File: config.mk
export PLATFORM = sky130hd
export DESIGN_NAME = stream_find_and_replace
export DESIGN_NICKNAME = d
export VERILOG_FILES = /design/src/rtl/sfr_pkg.sv /design/src/rtl/sfr_front.sv /design/src/rtl/sfr_queue.sv /design/src/rtl/sfr_back.sv /design/src/rtl/stream_find_and_replace.sv
export SDC_FILE = /design/constraint.sdc
export NUM_CORES = 1
export LEC_CHECK = 0
export ABC_AREA = 1
export BUFFER_PORTS_ARGS = -buffer_cell sky130_fd_sc_hd__buf_2
export CAP_MARGIN = 20
export CORE_MARGIN = 4
export CORE_UTILIZATION = 30
export CTS_CLUSTER_DIAMETER = 40
export DETAILED_ROUTE_END_ITERATION = 6
export PLACE_DENSITY = 0.54
export SYNTH_ARGS = -nofsm -noshare
export SYNTH_HDL_FRONTEND = slang
export SYNTH_HIERARCHICAL = 1
export SYNTH_SLANG_ARGS = --single-unit
File: constraint.sdc
create_clock -name clk -period 5.8 [get_ports clk]
set_input_delay 0.58 -clock clk [delete_from_list [all_inputs] [get_ports clk]]
set_output_delay 0.58 -clock clk [all_outputs]
set_load 0.005 [all_outputs]
File: src/rtl/sfr_pkg.sv
// shared types and constants for the stream find-and-replace block
// no dependencies
`default_nettype none

package sfr_pkg;

  localparam int MAX_PATTERN_BYTES_DEF = 8;
  localparam int BYTE_W                = 8;
  localparam int CFG_W                 = 64;
  localparam int LEN_W                 = 4;
  localparam int TALLY_W               = 16;
  localparam int CFG_IDX_W             = 3;
  localparam int REPL_MAX              = 8;
  localparam int BYTE_SEL_W            = 3;
  localparam int QUEUE_DEPTH           = 4;

  typedef enum logic [CFG_IDX_W-1:0] {
    REG_PATTERN_BYTES     = 3'd0,
    REG_PATTERN_LENGTH    = 3'd1,
    REG_REPLACEMENT_BYTES = 3'd2,
    REG_REPLACEMENT_LENGTH = 3'd3,
    REG_FIRST_ONLY        = 3'd4
  } sfr_reg_t;

  typedef struct packed {
    logic [CFG_W-1:0] pattern_bytes;
    logic [LEN_W-1:0] pattern_length;
    logic [CFG_W-1:0] replacement_bytes;
    logic [LEN_W-1:0] replacement_length;
    logic             first_only;
  } sfr_cfg_t;

  typedef struct packed {
    logic [BYTE_W-1:0] data_byte;
    logic              string_end;
  } sfr_in_t;

  typedef struct packed {
    logic [BYTE_W-1:0]  out_byte;
    logic               byte_valid;
    logic               end_of_result;
    logic [TALLY_W-1:0] replace_count;
  } sfr_out_t;

  // one queued request: bytes to emit, how many, end marker and tally
  typedef struct packed {
    logic [CFG_W-1:0]   data;
    logic [LEN_W-1:0]   byte_cnt;
    logic               last;
    logic [TALLY_W-1:0] tally;
  } sfr_cmd_t;

endpackage

`default_nettype wire

File: src/rtl/sfr_front.sv
// front part: byte window, pattern compare and request build
// depends on sfr_pkg
`default_nettype none

module sfr_front #(
  parameter int MAX_PATTERN_BYTES = sfr_pkg::MAX_PATTERN_BYTES_DEF
) (
  input  logic              clk,
  input  logic              rst_n,
  input  sfr_pkg::sfr_cfg_t cfg,
  input  logic              in_valid,
  input  sfr_pkg::sfr_in_t  in_data,
  input  logic              q_full,
  output logic              push,
  output sfr_pkg::sfr_cmd_t push_cmd
);
  import sfr_pkg::*;

  localparam int FW = $clog2(MAX_PATTERN_BYTES + 1);
  localparam int WW = MAX_PATTERN_BYTES * BYTE_W;
  localparam logic [LEN_W-1:0] MAXL = LEN_W'(MAX_PATTERN_BYTES);
  localparam logic [LEN_W-1:0] RMAXL = LEN_W'(REPL_MAX);

  logic [WW-1:0]      wnd_r, wnd_nxt;
  logic [FW-1:0]      fill_r, fill_nxt;
  logic               done_r, done_nxt;
  logic [TALLY_W-1:0] tally_r, tally_nxt;

  logic                         accept;
  logic [LEN_W-1:0]             fill_w, fill_a, fill_keep;
  logic [LEN_W-1:0]             plen, rlen, eff, k0;
  logic                         may_match, hit, over, at_len;
  logic [MAX_PATTERN_BYTES-1:0] byte_ok;
  logic [WW-1:0]                wnd_app, wnd_sh;
  logic [TALLY_W-1:0]           tally_inc;

  assign accept = in_valid && !q_full;

  always_comb begin
    fill_w    = LEN_W'(fill_r);
    plen      = (cfg.pattern_length > MAXL) ? MAXL : cfg.pattern_length;
    rlen      = (cfg.replacement_length > RMAXL) ? RMAXL : cfg.replacement_length;
    eff       = (plen == '0) ? LEN_W'(1) : plen;
    may_match = (plen != '0) && !(cfg.first_only && done_r);
    fill_a    = (fill_w < MAXL) ? LEN_W'(fill_w + LEN_W'(1)) : fill_w;

    // append the new byte at the fill position
    for (int i = 0; i < MAX_PATTERN_BYTES; i++) begin
      wnd_app[i*BYTE_W +: BYTE_W] = (fill_w == LEN_W'(i)) ? in_data.data_byte
                                                          : wnd_r[i*BYTE_W +: BYTE_W];
      byte_ok[i] = (LEN_W'(i) >= eff) ||
                   (wnd_app[i*BYTE_W +: BYTE_W] == cfg.pattern_bytes[i*BYTE_W +: BYTE_W]);
    end

    over   = fill_a > eff;
    at_len = fill_a == eff;
    hit    = at_len && may_match && (&byte_ok);

    priority if (over) begin
      // pattern shrank below the window: two oldest out
      k0        = LEN_W'(2);
      wnd_sh    = wnd_app >> (2 * BYTE_W);
      fill_keep = LEN_W'(fill_a - LEN_W'(2));
    end else if (hit) begin
      k0        = rlen;
      wnd_sh    = wnd_app;
      fill_keep = '0;
    end else if (at_len) begin
      k0        = LEN_W'(1);
      wnd_sh    = wnd_app >> BYTE_W;
      fill_keep = LEN_W'(fill_a - LEN_W'(1));
    end else begin
      k0        = '0;
      wnd_sh    = wnd_app;
      fill_keep = fill_a;
    end

    tally_inc = (hit && (tally_r != '1)) ? TALLY_W'(tally_r + TALLY_W'(1)) : tally_r;

    push_cmd.data     = hit ? cfg.replacement_bytes : CFG_W'(wnd_app);
    push_cmd.byte_cnt = (in_data.string_end && !hit) ? fill_a : k0;
    push_cmd.last     = in_data.string_end;
    push_cmd.tally    = in_data.string_end ? tally_inc : '0;
    push              = accept && ((push_cmd.byte_cnt != '0) || in_data.string_end);

    wnd_nxt   = wnd_r;
    fill_nxt  = fill_r;
    done_nxt  = done_r;
    tally_nxt = tally_r;
    if (accept) begin
      wnd_nxt = wnd_sh;
      if (in_data.string_end) begin
        fill_nxt  = '0;
        done_nxt  = 1'b0;
        tally_nxt = '0;
      end else begin
        fill_nxt  = FW'(fill_keep);
        done_nxt  = done_r || hit;
        tally_nxt = tally_inc;
      end
    end
  end

  always_ff @(posedge clk) begin
    wnd_r <= wnd_nxt;
  end

  always_ff @(posedge clk) begin
    if (!rst_n) begin
      fill_r  <= '0;
      done_r  <= 1'b0;
      tally_r <= '0;
    end else begin
      fill_r  <= fill_nxt;
      done_r  <= done_nxt;
      tally_r <= tally_nxt;
    end
  end

`ifndef ASSERT_OFF
  a_fill_below_max: assert property (@(posedge clk) disable iff (!rst_n)
    fill_r < FW'(MAX_PATTERN_BYTES))
    else $error("window fill reached its limit between items");

  a_end_clears: assert property (@(posedge clk) disable iff (!rst_n)
    accept && in_data.string_end |=> (fill_r == '0) && !done_r && (tally_r == '0))
    else $error("string state not cleared after end byte");

  a_no_push_full: assert property (@(posedge clk) disable iff (!rst_n)
    push |-> !q_full)
    else $error("request pushed into full queue");
`endif

endmodule

`default_nettype wire

File: src/rtl/sfr_queue.sv
// request queue between front and back parts
// depends on sfr_pkg
`default_nettype none

module sfr_queue #(
  parameter int DEPTH = sfr_pkg::QUEUE_DEPTH
) (
  input  logic              clk,
  input  logic              rst_n,
  input  logic              push,
  input  sfr_pkg::sfr_cmd_t push_cmd,
  output logic              full,
  input  logic              pop,
  output sfr_pkg::sfr_cmd_t head_cmd,
  output logic              empty
);
  import sfr_pkg::*;

  localparam int AW = (DEPTH > 1) ? $clog2(DEPTH) : 1;
  localparam logic [AW-1:0] LAST_PTR = AW'(DEPTH - 1);

  sfr_cmd_t        mem_r [DEPTH];
  logic [AW-1:0]   wr_ptr_r, wr_ptr_nxt;
  logic [AW-1:0]   rd_ptr_r, rd_ptr_nxt;
  logic [AW:0]     count_r, count_nxt;

  assign full     = count_r == (AW+1)'(DEPTH);
  assign empty    = count_r == '0;
  assign head_cmd = mem_r[rd_ptr_r];

  always_comb begin
    wr_ptr_nxt = wr_ptr_r;
    rd_ptr_nxt = rd_ptr_r;
    count_nxt  = count_r;
    if (push) begin
      wr_ptr_nxt = (wr_ptr_r == LAST_PTR) ? '0 : AW'(wr_ptr_r + AW'(1));
    end
    if (pop) begin
      rd_ptr_nxt = (rd_ptr_r == LAST_PTR) ? '0 : AW'(rd_ptr_r + AW'(1));
    end
    unique case ({push, pop})
      2'b10:   count_nxt = (AW+1)'(count_r + (AW+1)'(1));
      2'b01:   count_nxt = (AW+1)'(count_r - (AW+1)'(1));
      default: count_nxt = count_r;
    endcase
  end

  always_ff @(posedge clk) begin
    if (push) begin
      mem_r[wr_ptr_r] <= push_cmd;
    end
  end

  always_ff @(posedge clk) begin
    if (!rst_n) begin
      wr_ptr_r <= '0;
      rd_ptr_r <= '0;
      count_r  <= '0;
    end else begin
      wr_ptr_r <= wr_ptr_nxt;
      rd_ptr_r <= rd_ptr_nxt;
      count_r  <= count_nxt;
    end
  end

`ifndef ASSERT_OFF
  a_count_range: assert property (@(posedge clk) disable iff (!rst_n)
    count_r <= (AW+1)'(DEPTH))
    else $error("queue count out of range");
`endif

endmodule

`default_nettype wire

File: src/rtl/sfr_back.sv
// back part: walks the head request and emits one result per cycle while out_stall is low
// depends on sfr_pkg
`default_nettype none

module sfr_back (
  input  logic              clk,
  input  logic              rst_n,
  input  sfr_pkg::sfr_cmd_t head_cmd,
  input  logic              q_empty,
  output logic              pop,
  output logic              out_valid,
  input  logic              out_stall,
  output sfr_pkg::sfr_out_t out_data
);
  import sfr_pkg::*;

  logic [LEN_W-1:0] idx_r, idx_nxt;
  logic             out_valid_r, out_valid_nxt;
  sfr_out_t         out_r, out_nxt;

  logic [REPL_MAX-1:0][BYTE_W-1:0] bytes;
  logic                            load, last_item;
  sfr_out_t                        item;

  assign bytes     = head_cmd.data;
  assign out_valid = out_valid_r;
  assign out_data  = out_r;

  always_comb begin
    load = !q_empty && (!out_valid_r || !out_stall);

    if (idx_r < head_cmd.byte_cnt) begin
      item.out_byte      = bytes[idx_r[BYTE_SEL_W-1:0]];
      item.byte_valid    = 1'b1;
      item.end_of_result = 1'b0;
      item.replace_count = '0;
    end else begin
      // end marker after the last byte
      item.out_byte      = '0;
      item.byte_valid    = 1'b0;
      item.end_of_result = 1'b1;
      item.replace_count = head_cmd.tally;
    end

    last_item = head_cmd.last ? (idx_r == head_cmd.byte_cnt)
                              : (idx_r == LEN_W'(head_cmd.byte_cnt - LEN_W'(1)));
    pop = load && last_item;

    idx_nxt       = idx_r;
    out_nxt       = out_r;
    out_valid_nxt = out_valid_r && out_stall;
    if (load) begin
      idx_nxt       = last_item ? '0 : LEN_W'(idx_r + LEN_W'(1));
      out_nxt       = item;
      out_valid_nxt = 1'b1;
    end
  end

  always_ff @(posedge clk) begin
    out_r <= out_nxt;
  end

  always_ff @(posedge clk) begin
    if (!rst_n) begin
      idx_r       <= '0;
      out_valid_r <= 1'b0;
    end else begin
      idx_r       <= idx_nxt;
      out_valid_r <= out_valid_nxt;
    end
  end

`ifndef ASSERT_OFF
  a_idle_idx: assert property (@(posedge clk) disable iff (!rst_n)
    q_empty |-> idx_r == '0)
    else $error("request index left over with empty queue");

  a_end_no_byte: assert property (@(posedge clk) disable iff (!rst_n)
    out_valid_r && out_r.end_of_result |-> !out_r.byte_valid)
    else $error("end marker carries a byte");
`endif

endmodule

`default_nettype wire

File: src/rtl/stream_find_and_replace.sv
// stream find-and-replace top level: config registers, front, queue, back
// with an empty queue and a free output, a byte's results pass through the
// request queue entry and the output register before they start on out
// throughput: one byte per cycle while each byte yields at most one result and
// out_stall is low; results leave the output register at one per cycle unless
// stalled, so replacement expansion fills the queue and then stalls the input
// reset: synchronous active-low, clears window fill, tally, queue, output valid and config
`default_nettype none

module stream_find_and_replace #(
  parameter int MAX_PATTERN_BYTES = sfr_pkg::MAX_PATTERN_BYTES_DEF
) (
  input  logic                            clk,
  input  logic                            rst_n,
  input  logic                            in_valid,
  output logic                            in_stall,
  input  sfr_pkg::sfr_in_t                in_data,
  output logic                            out_valid,
  input  logic                            out_stall,
  output sfr_pkg::sfr_out_t               out_data,
  input  logic                            cfg_wr_en,
  input  logic [sfr_pkg::CFG_IDX_W-1:0]   cfg_index,
  input  logic [sfr_pkg::CFG_W-1:0]       cfg_wdata
);
  import sfr_pkg::*;

  sfr_cfg_t cfg_r, cfg_nxt;
  logic     q_full, q_empty, push, pop;
  sfr_cmd_t push_cmd, head_cmd;

  always_comb begin
    cfg_nxt = cfg_r;
    if (cfg_wr_en) begin
      unique case (cfg_index)
        REG_PATTERN_BYTES:      cfg_nxt.pattern_bytes      = cfg_wdata;
        REG_PATTERN_LENGTH:     cfg_nxt.pattern_length     = cfg_wdata[LEN_W-1:0];
        REG_REPLACEMENT_BYTES:  cfg_nxt.replacement_bytes  = cfg_wdata;
        REG_REPLACEMENT_LENGTH: cfg_nxt.replacement_length = cfg_wdata[LEN_W-1:0];
        REG_FIRST_ONLY:         cfg_nxt.first_only         = cfg_wdata[0];
        default:                cfg_nxt = cfg_r;
      endcase
    end
  end

  always_ff @(posedge clk) begin
    if (!rst_n) begin
      cfg_r <= '0;
    end else begin
      cfg_r <= cfg_nxt;
    end
  end

  assign in_stall = q_full;

  sfr_front #(
    .MAX_PATTERN_BYTES(MAX_PATTERN_BYTES)
  ) u_front (
    .clk      (clk),
    .rst_n    (rst_n),
    .cfg      (cfg_r),
    .in_valid (in_valid),
    .in_data  (in_data),
    .q_full   (q_full),
    .push     (push),
    .push_cmd (push_cmd)
  );

  sfr_queue #(
    .DEPTH(QUEUE_DEPTH)
  ) u_queue (
    .clk      (clk),
    .rst_n    (rst_n),
    .push     (push),
    .push_cmd (push_cmd),
    .full     (q_full),
    .pop      (pop),
    .head_cmd (head_cmd),
    .empty    (q_empty)
  );

  sfr_back u_back (
    .clk       (clk),
    .rst_n     (rst_n),
    .head_cmd  (head_cmd),
    .q_empty   (q_empty),
    .pop       (pop),
    .out_valid (out_valid),
    .out_stall (out_stall),
    .out_data  (out_data)
  );

endmodule

`default_nettype wire

# Yosys cells after proc, flatten, opt, wreduce, memory -nomap -nowiden

Memory sizes are Yosys's and may differ from the RTL's. A register that Yosys moved wholly into a read port is not among the register bits.
Cells that the tools add are included.

Flip-flop bits (word level): 260
Memory bits (writable): 340
Output and inout port bits: 28
Word-level logic and storage cells: 154
Memories kept: 1

Memory list:

| memory        | words | width | rd ports | clocked after Yosys merged registers in | wr ports | RTL line        | RTL |
|---|---|---|---|---|---|---|---|
| u_queue.mem_r | 4     | 85    | 1        | 1                                       | 1        | sfr_queue.sv:22 | `sfr_cmd_t mem_r [DEPTH];` |

Add/subtract/negate cells: 10
Magnitude comparators: 14
Equal/unequal tests: 28
Muxes and demuxes: 41
Reduce and logical (&&, ||, !) cells: 41

Operators with widths:

| kind                  | number |
|---|---|
| $mux 64               | 3 |
| $mux 8                | 9 |
| $eq 8x8->1            | 8 |
| $mux 16               | 3 |
| $mux 4                | 12 |
| $mux 48               | 1 |
| $bmux 8 s3            | 1 |
| $mux 18               | 1 |
| $add 16x1->16 const B | 1 |
| $eq 4x3->1 const B    | 4 |
| $ge 3x4->1 const A    | 4 |
| $ne 16x16->1 const B  | 1 |
| $eq 4x4->1            | 3 |
| $logic_and 1x1->1     | 11 |
| $logic_or 1x1->1      | 11 |
| $reduce_and 2->1      | 5 |
| $add 4x1->4 const B   | 2 |
| $eq 4x2->1 const B    | 2 |
| $ge 1x4->1 const A    | 2 |
| $ge 2x4->1 const A    | 2 |
| $gt 4x4->1 const B    | 2 |
| $logic_not 4->1       | 2 |
| $mux 2                | 4 |
| $reduce_and 8->1      | 1 |
| other kinds (21)      | 39 |

# Logic depth before layout (Yosys ltp)

Depth in word-level cells: 16
Depth in mapped cells: 35

# Modules after synthesis

Netlist, hierarchy kept.

By module, submodules not included:

| module                  | instances | cells each | area each (um^2) |
|---|---|---|---|
| sfr_queue               | 1         | 882        | 13023.7 |
| sfr_front               | 1         | 1409       | 8530.7 |
| stream_find_and_replace | 1         | 823        | 5656.7 |
| sfr_back                | 1         | 252        | 1980.6 |

# Worst setup path before layout

Ideal clock, no wire load.

Path kind: input-to-reg
Start point: input in_valid
End point: memory u_queue/mem_r[0][0] (netlist name), enable pin
Library setup time: 0.439 ns
Arrival time: 5.463 ns
Data required time: 5.361 ns
Slack: -0.101 ns
Cell stages on the path: 6
Path through: inv_1 nor2_1 nand2_1 inv_1 nand2_1 inv_1

Cells in the longest elaborated chain, start to end: 4

Ends and longest elaborated chain:

| what                         | RTL line                      | RTL |
|---|---|---|
| start: declaration           | stream_find_and_replace.sv:15 | `input logic in_valid,` |
| $logic_and 1x1->1            | sfr_front.sv:37               | `assign accept = in_valid && !q_full;` |
| named net u_front.accept     | sfr_front.sv:29               | `logic accept;` |
| $logic_and 1x1->1            | sfr_front.sv:84               | `push = accept && ((push_cmd.byte_cnt != '0) \|\| in_data.string_end);` |
| named net push               | stream_find_and_replace.sv:28 | `logic q_full, q_empty, push, pop;` |
| $mux 1                       | sfr_queue.sv:49               | `if (push) begin` |
| $mux 1 (implied by the code) | sfr_queue.sv:50               | `mem_r[wr_ptr_r] <= push_cmd;` |
| end: declaration             | sfr_queue.sv:22               |  |

The timed path passes the listed nets, and every way through them passes these cells.

==> impl_results.md <==
- Status: complete, no violations
- Power Dens Cells: 638 nW/um2
- Core area: 96600 um2
- Skew final: 0.0531 ns
- CTS buffer count: 89
- Peak VDD IR: 0.848 mV
- Post-synth top area share: 44.2%
- Period minus WS final: 5.06 ns
- Clock power share: 26.3%
- LEAKAGE: 0.0135 uW
- RSZ-0062 raised after global routing: no
- GP Congestion: 0.877
- CTS H-tree lvls: 3
- Setup violators final: 0
- IO buf count: 108
- Initial Util: 30.2%
- Internal: 12600 uW
- Clk_lat worst skew: 0.66 ns
- Avg WL per Cell: 19.1 um
- Setup crit start kind: flip-flop
- Mean Syn Cell Area: 8.67 um2
- Final net count: 3517
- Async set-or-reset flop fraction in the synthesized netlist: 0%
- DPL Wire Length: 61.4 mm
- IO Pins: 109
- Net Sw Frac: 41.7%
- Fmax: 198 MHz
- Total congestion overflow: 0
- WS Path Type: flip-flop to flip-flop
- Die area: 102000 um2
- Detailed Route Iter0 Violations: 2200
- Post-CTS Resized: 0
- Final hold vios: 0
- Max-slew violations: 0
- CP max stage delay: 0.54 ns
- Largest net degree at the start of global routing: 90
- Num rows: 114
- DRC: 0
- CTS root buf: clkbuf_16
- Final Util: 35.0%
- Worst-path maximum fanout: 31
- TNS Setup: 0 ns
- Share of layout cells above drive strength 1: 10.5%
- Clock sink total: 602
- Via count: 23300
- Deepest clock path buffer count: 3
- Relative slew slack: 32.1%
- Post-synthesis cell area: 29200 um2
- Synth cell types: 46
- Post-route ant nets: 0
- Most common cell after layout, fill and taps aside: nor2_1
- Synth top area cells: edfxtp_1 (44%), dfxtp_1 (12%), nor2_1 (8.9%)
- EDFF count, synth: 430
- Hold WS: 0.236 ns
- Via count of the first global-routing pass: 22200
- CP most frequent cell: nand2_1
- Crit-path slowest cell: clkinv_2
- Tot GR Track Use: 17.3%
- Synth Register Bits: 602
- Initial antenna violation count: 3
- Crit end category: flip-flop
- Vias per inst: 4.90
- Critical Path RT: 6.18 ns
- Setup ws final: 0.745 ns
- DRT Pass-1 Iters: 5
- Ys Warns: 6
- Total Wirelength: 91.1 mm
- Mapped Cells: 3366
- Pre-CTS WS: 0.743 ns
- CTS tree: done
- Final worst path period share: 87.2%
- Post-CTS Setup Inserts: 0
- Worst path arrival time: 5.43 ns
- Worst Hold Class: primary input to flip-flop
- Synth Net Count: 3471
- Ys flop type: edfxtp_1
- Least-Margin Pin Slew: 1.02 ns
- Seq/Total Area, Yosys: 56.0%
- Worst-path clk slew: 0.06 ns
- Hold_buf cts: 0
- Sequential power share: 32.3%
- Most frequent cells in the layout: nor2_1 (689), nand2_1 (619), edfxtp_1 (430)
- Area growth from synthesis to layout: 15.8%
- First-pass GRT wire length: 137 mm
- Largest area contributor in the netlist: edfxtp_1
- DIE HEIGHT: 320 um
- Logic pwr share: 41.4%
- Die X-Extent: 320 um
- Max_cap viols: 0
- Sw power: 9000 uW
==> final timing paths <==
check                       from                   end  cells past startpoint  slack (ns)
min                    out_stall      u_back/out_valid                      3        0.24
max reg2reg    u_front/fill_r[3]  u_queue/mem_r[3][35]                     25        0.74
min reg2reg  u_front/tally_r[15]   u_front/tally_r[15]                      2        0.47
max            u_front/fill_r[3]  u_queue/mem_r[3][35]                     25        0.74
==> state kept, by name, indices dropped and copies added (netlist names), 2 cells and up, named ones only <==
signal / cells
cfg_r: 137
u_back/idx_r: 4
u_back/out_data: 26
u_front/fill_r: 4
u_front/tally_r: 16
u_front/wnd_r: 64
u_queue/count_r: 3
u_queue/mem_r: 340
u_queue/rd_ptr_r: 2
u_queue/wr_ptr_r: 2
==> synthesized netlist by cell type (all sizes together), types with 12 or more instances <==
cell / number
clkbuf: 76
dfxtp: 172
nand3b: 32
nor2: 704
nor3: 12
o21ai: 274
edfxtp: 430
nand2: 630
xor2: 14
o22ai: 101
a21oi: 90
ha: 23
o221ai: 17
a31oi: 19
buf: 119
inv: 293
nand4: 23
nand3: 309
==> worst max-delay path: cells and delay by family (launching register included) <==
family / cells / cell delay, ns
and+or+nand+nor: 19 / 2.67
buffers and inverters: 5 / 1.38
DFF: 1 / 0.43
adders and majority gates: 1 / 0.27
==> cell type report <==
type / count / area, um2
diodes: 3 / 7.51
clock buffers: 105 / 2390
clock inverters: 63 / 828
fillers: 9906 / 62800
inverters: 298 / 1130
multi-input cells: 2271 / 10500
flip-flops and latches: 602 / 16400
well taps: 1276 / 1600
repair buffers: 150 / 941
==> logic make-up after synthesis <==
family,synth area share [%]
adders and majority gates,1.05
DFF,56.0
and+or+nand+nor,24.7
AOI/OAI and AO/OA,9.79
xor gates and xnor gates,0.480
muxes,0.0386
buffers and inverters,7.95
==> through the flow <==
stage	power (uW)	instances	cell area [um2]
floorplan	13100	3366	29200
global placement	15700	4596	30500
global route	22900	4765	33800
detailed placement	15800	4596	30500
finish	21600	4768	33800
CTS	21600	4764	33800
==> per-layer routing <==
layer  up-vias  wire (um)  track usage [%]
li1      11400          -                -
met1     11100      41000             23.6
met2       682      42400             28.2
met3       137       5250             2.56
met4         4       2480             5.60
met5         -         31                0
==> power groups by stage <==
stage / sequential (uW) / combinational [uW] / clock (uW)
after floorplan: 6920 / 6130 / 0
after global placement: 7050 / 8670 / 0
after detailed placement: 7060 / 8770 / 0
after CTS: 6970 / 8810 / 5790
after global routing: 7060 / 9810 / 5990
final: 6970 / 8920 / 5680
No activity file was read; power rests on OpenSTA's default activity.
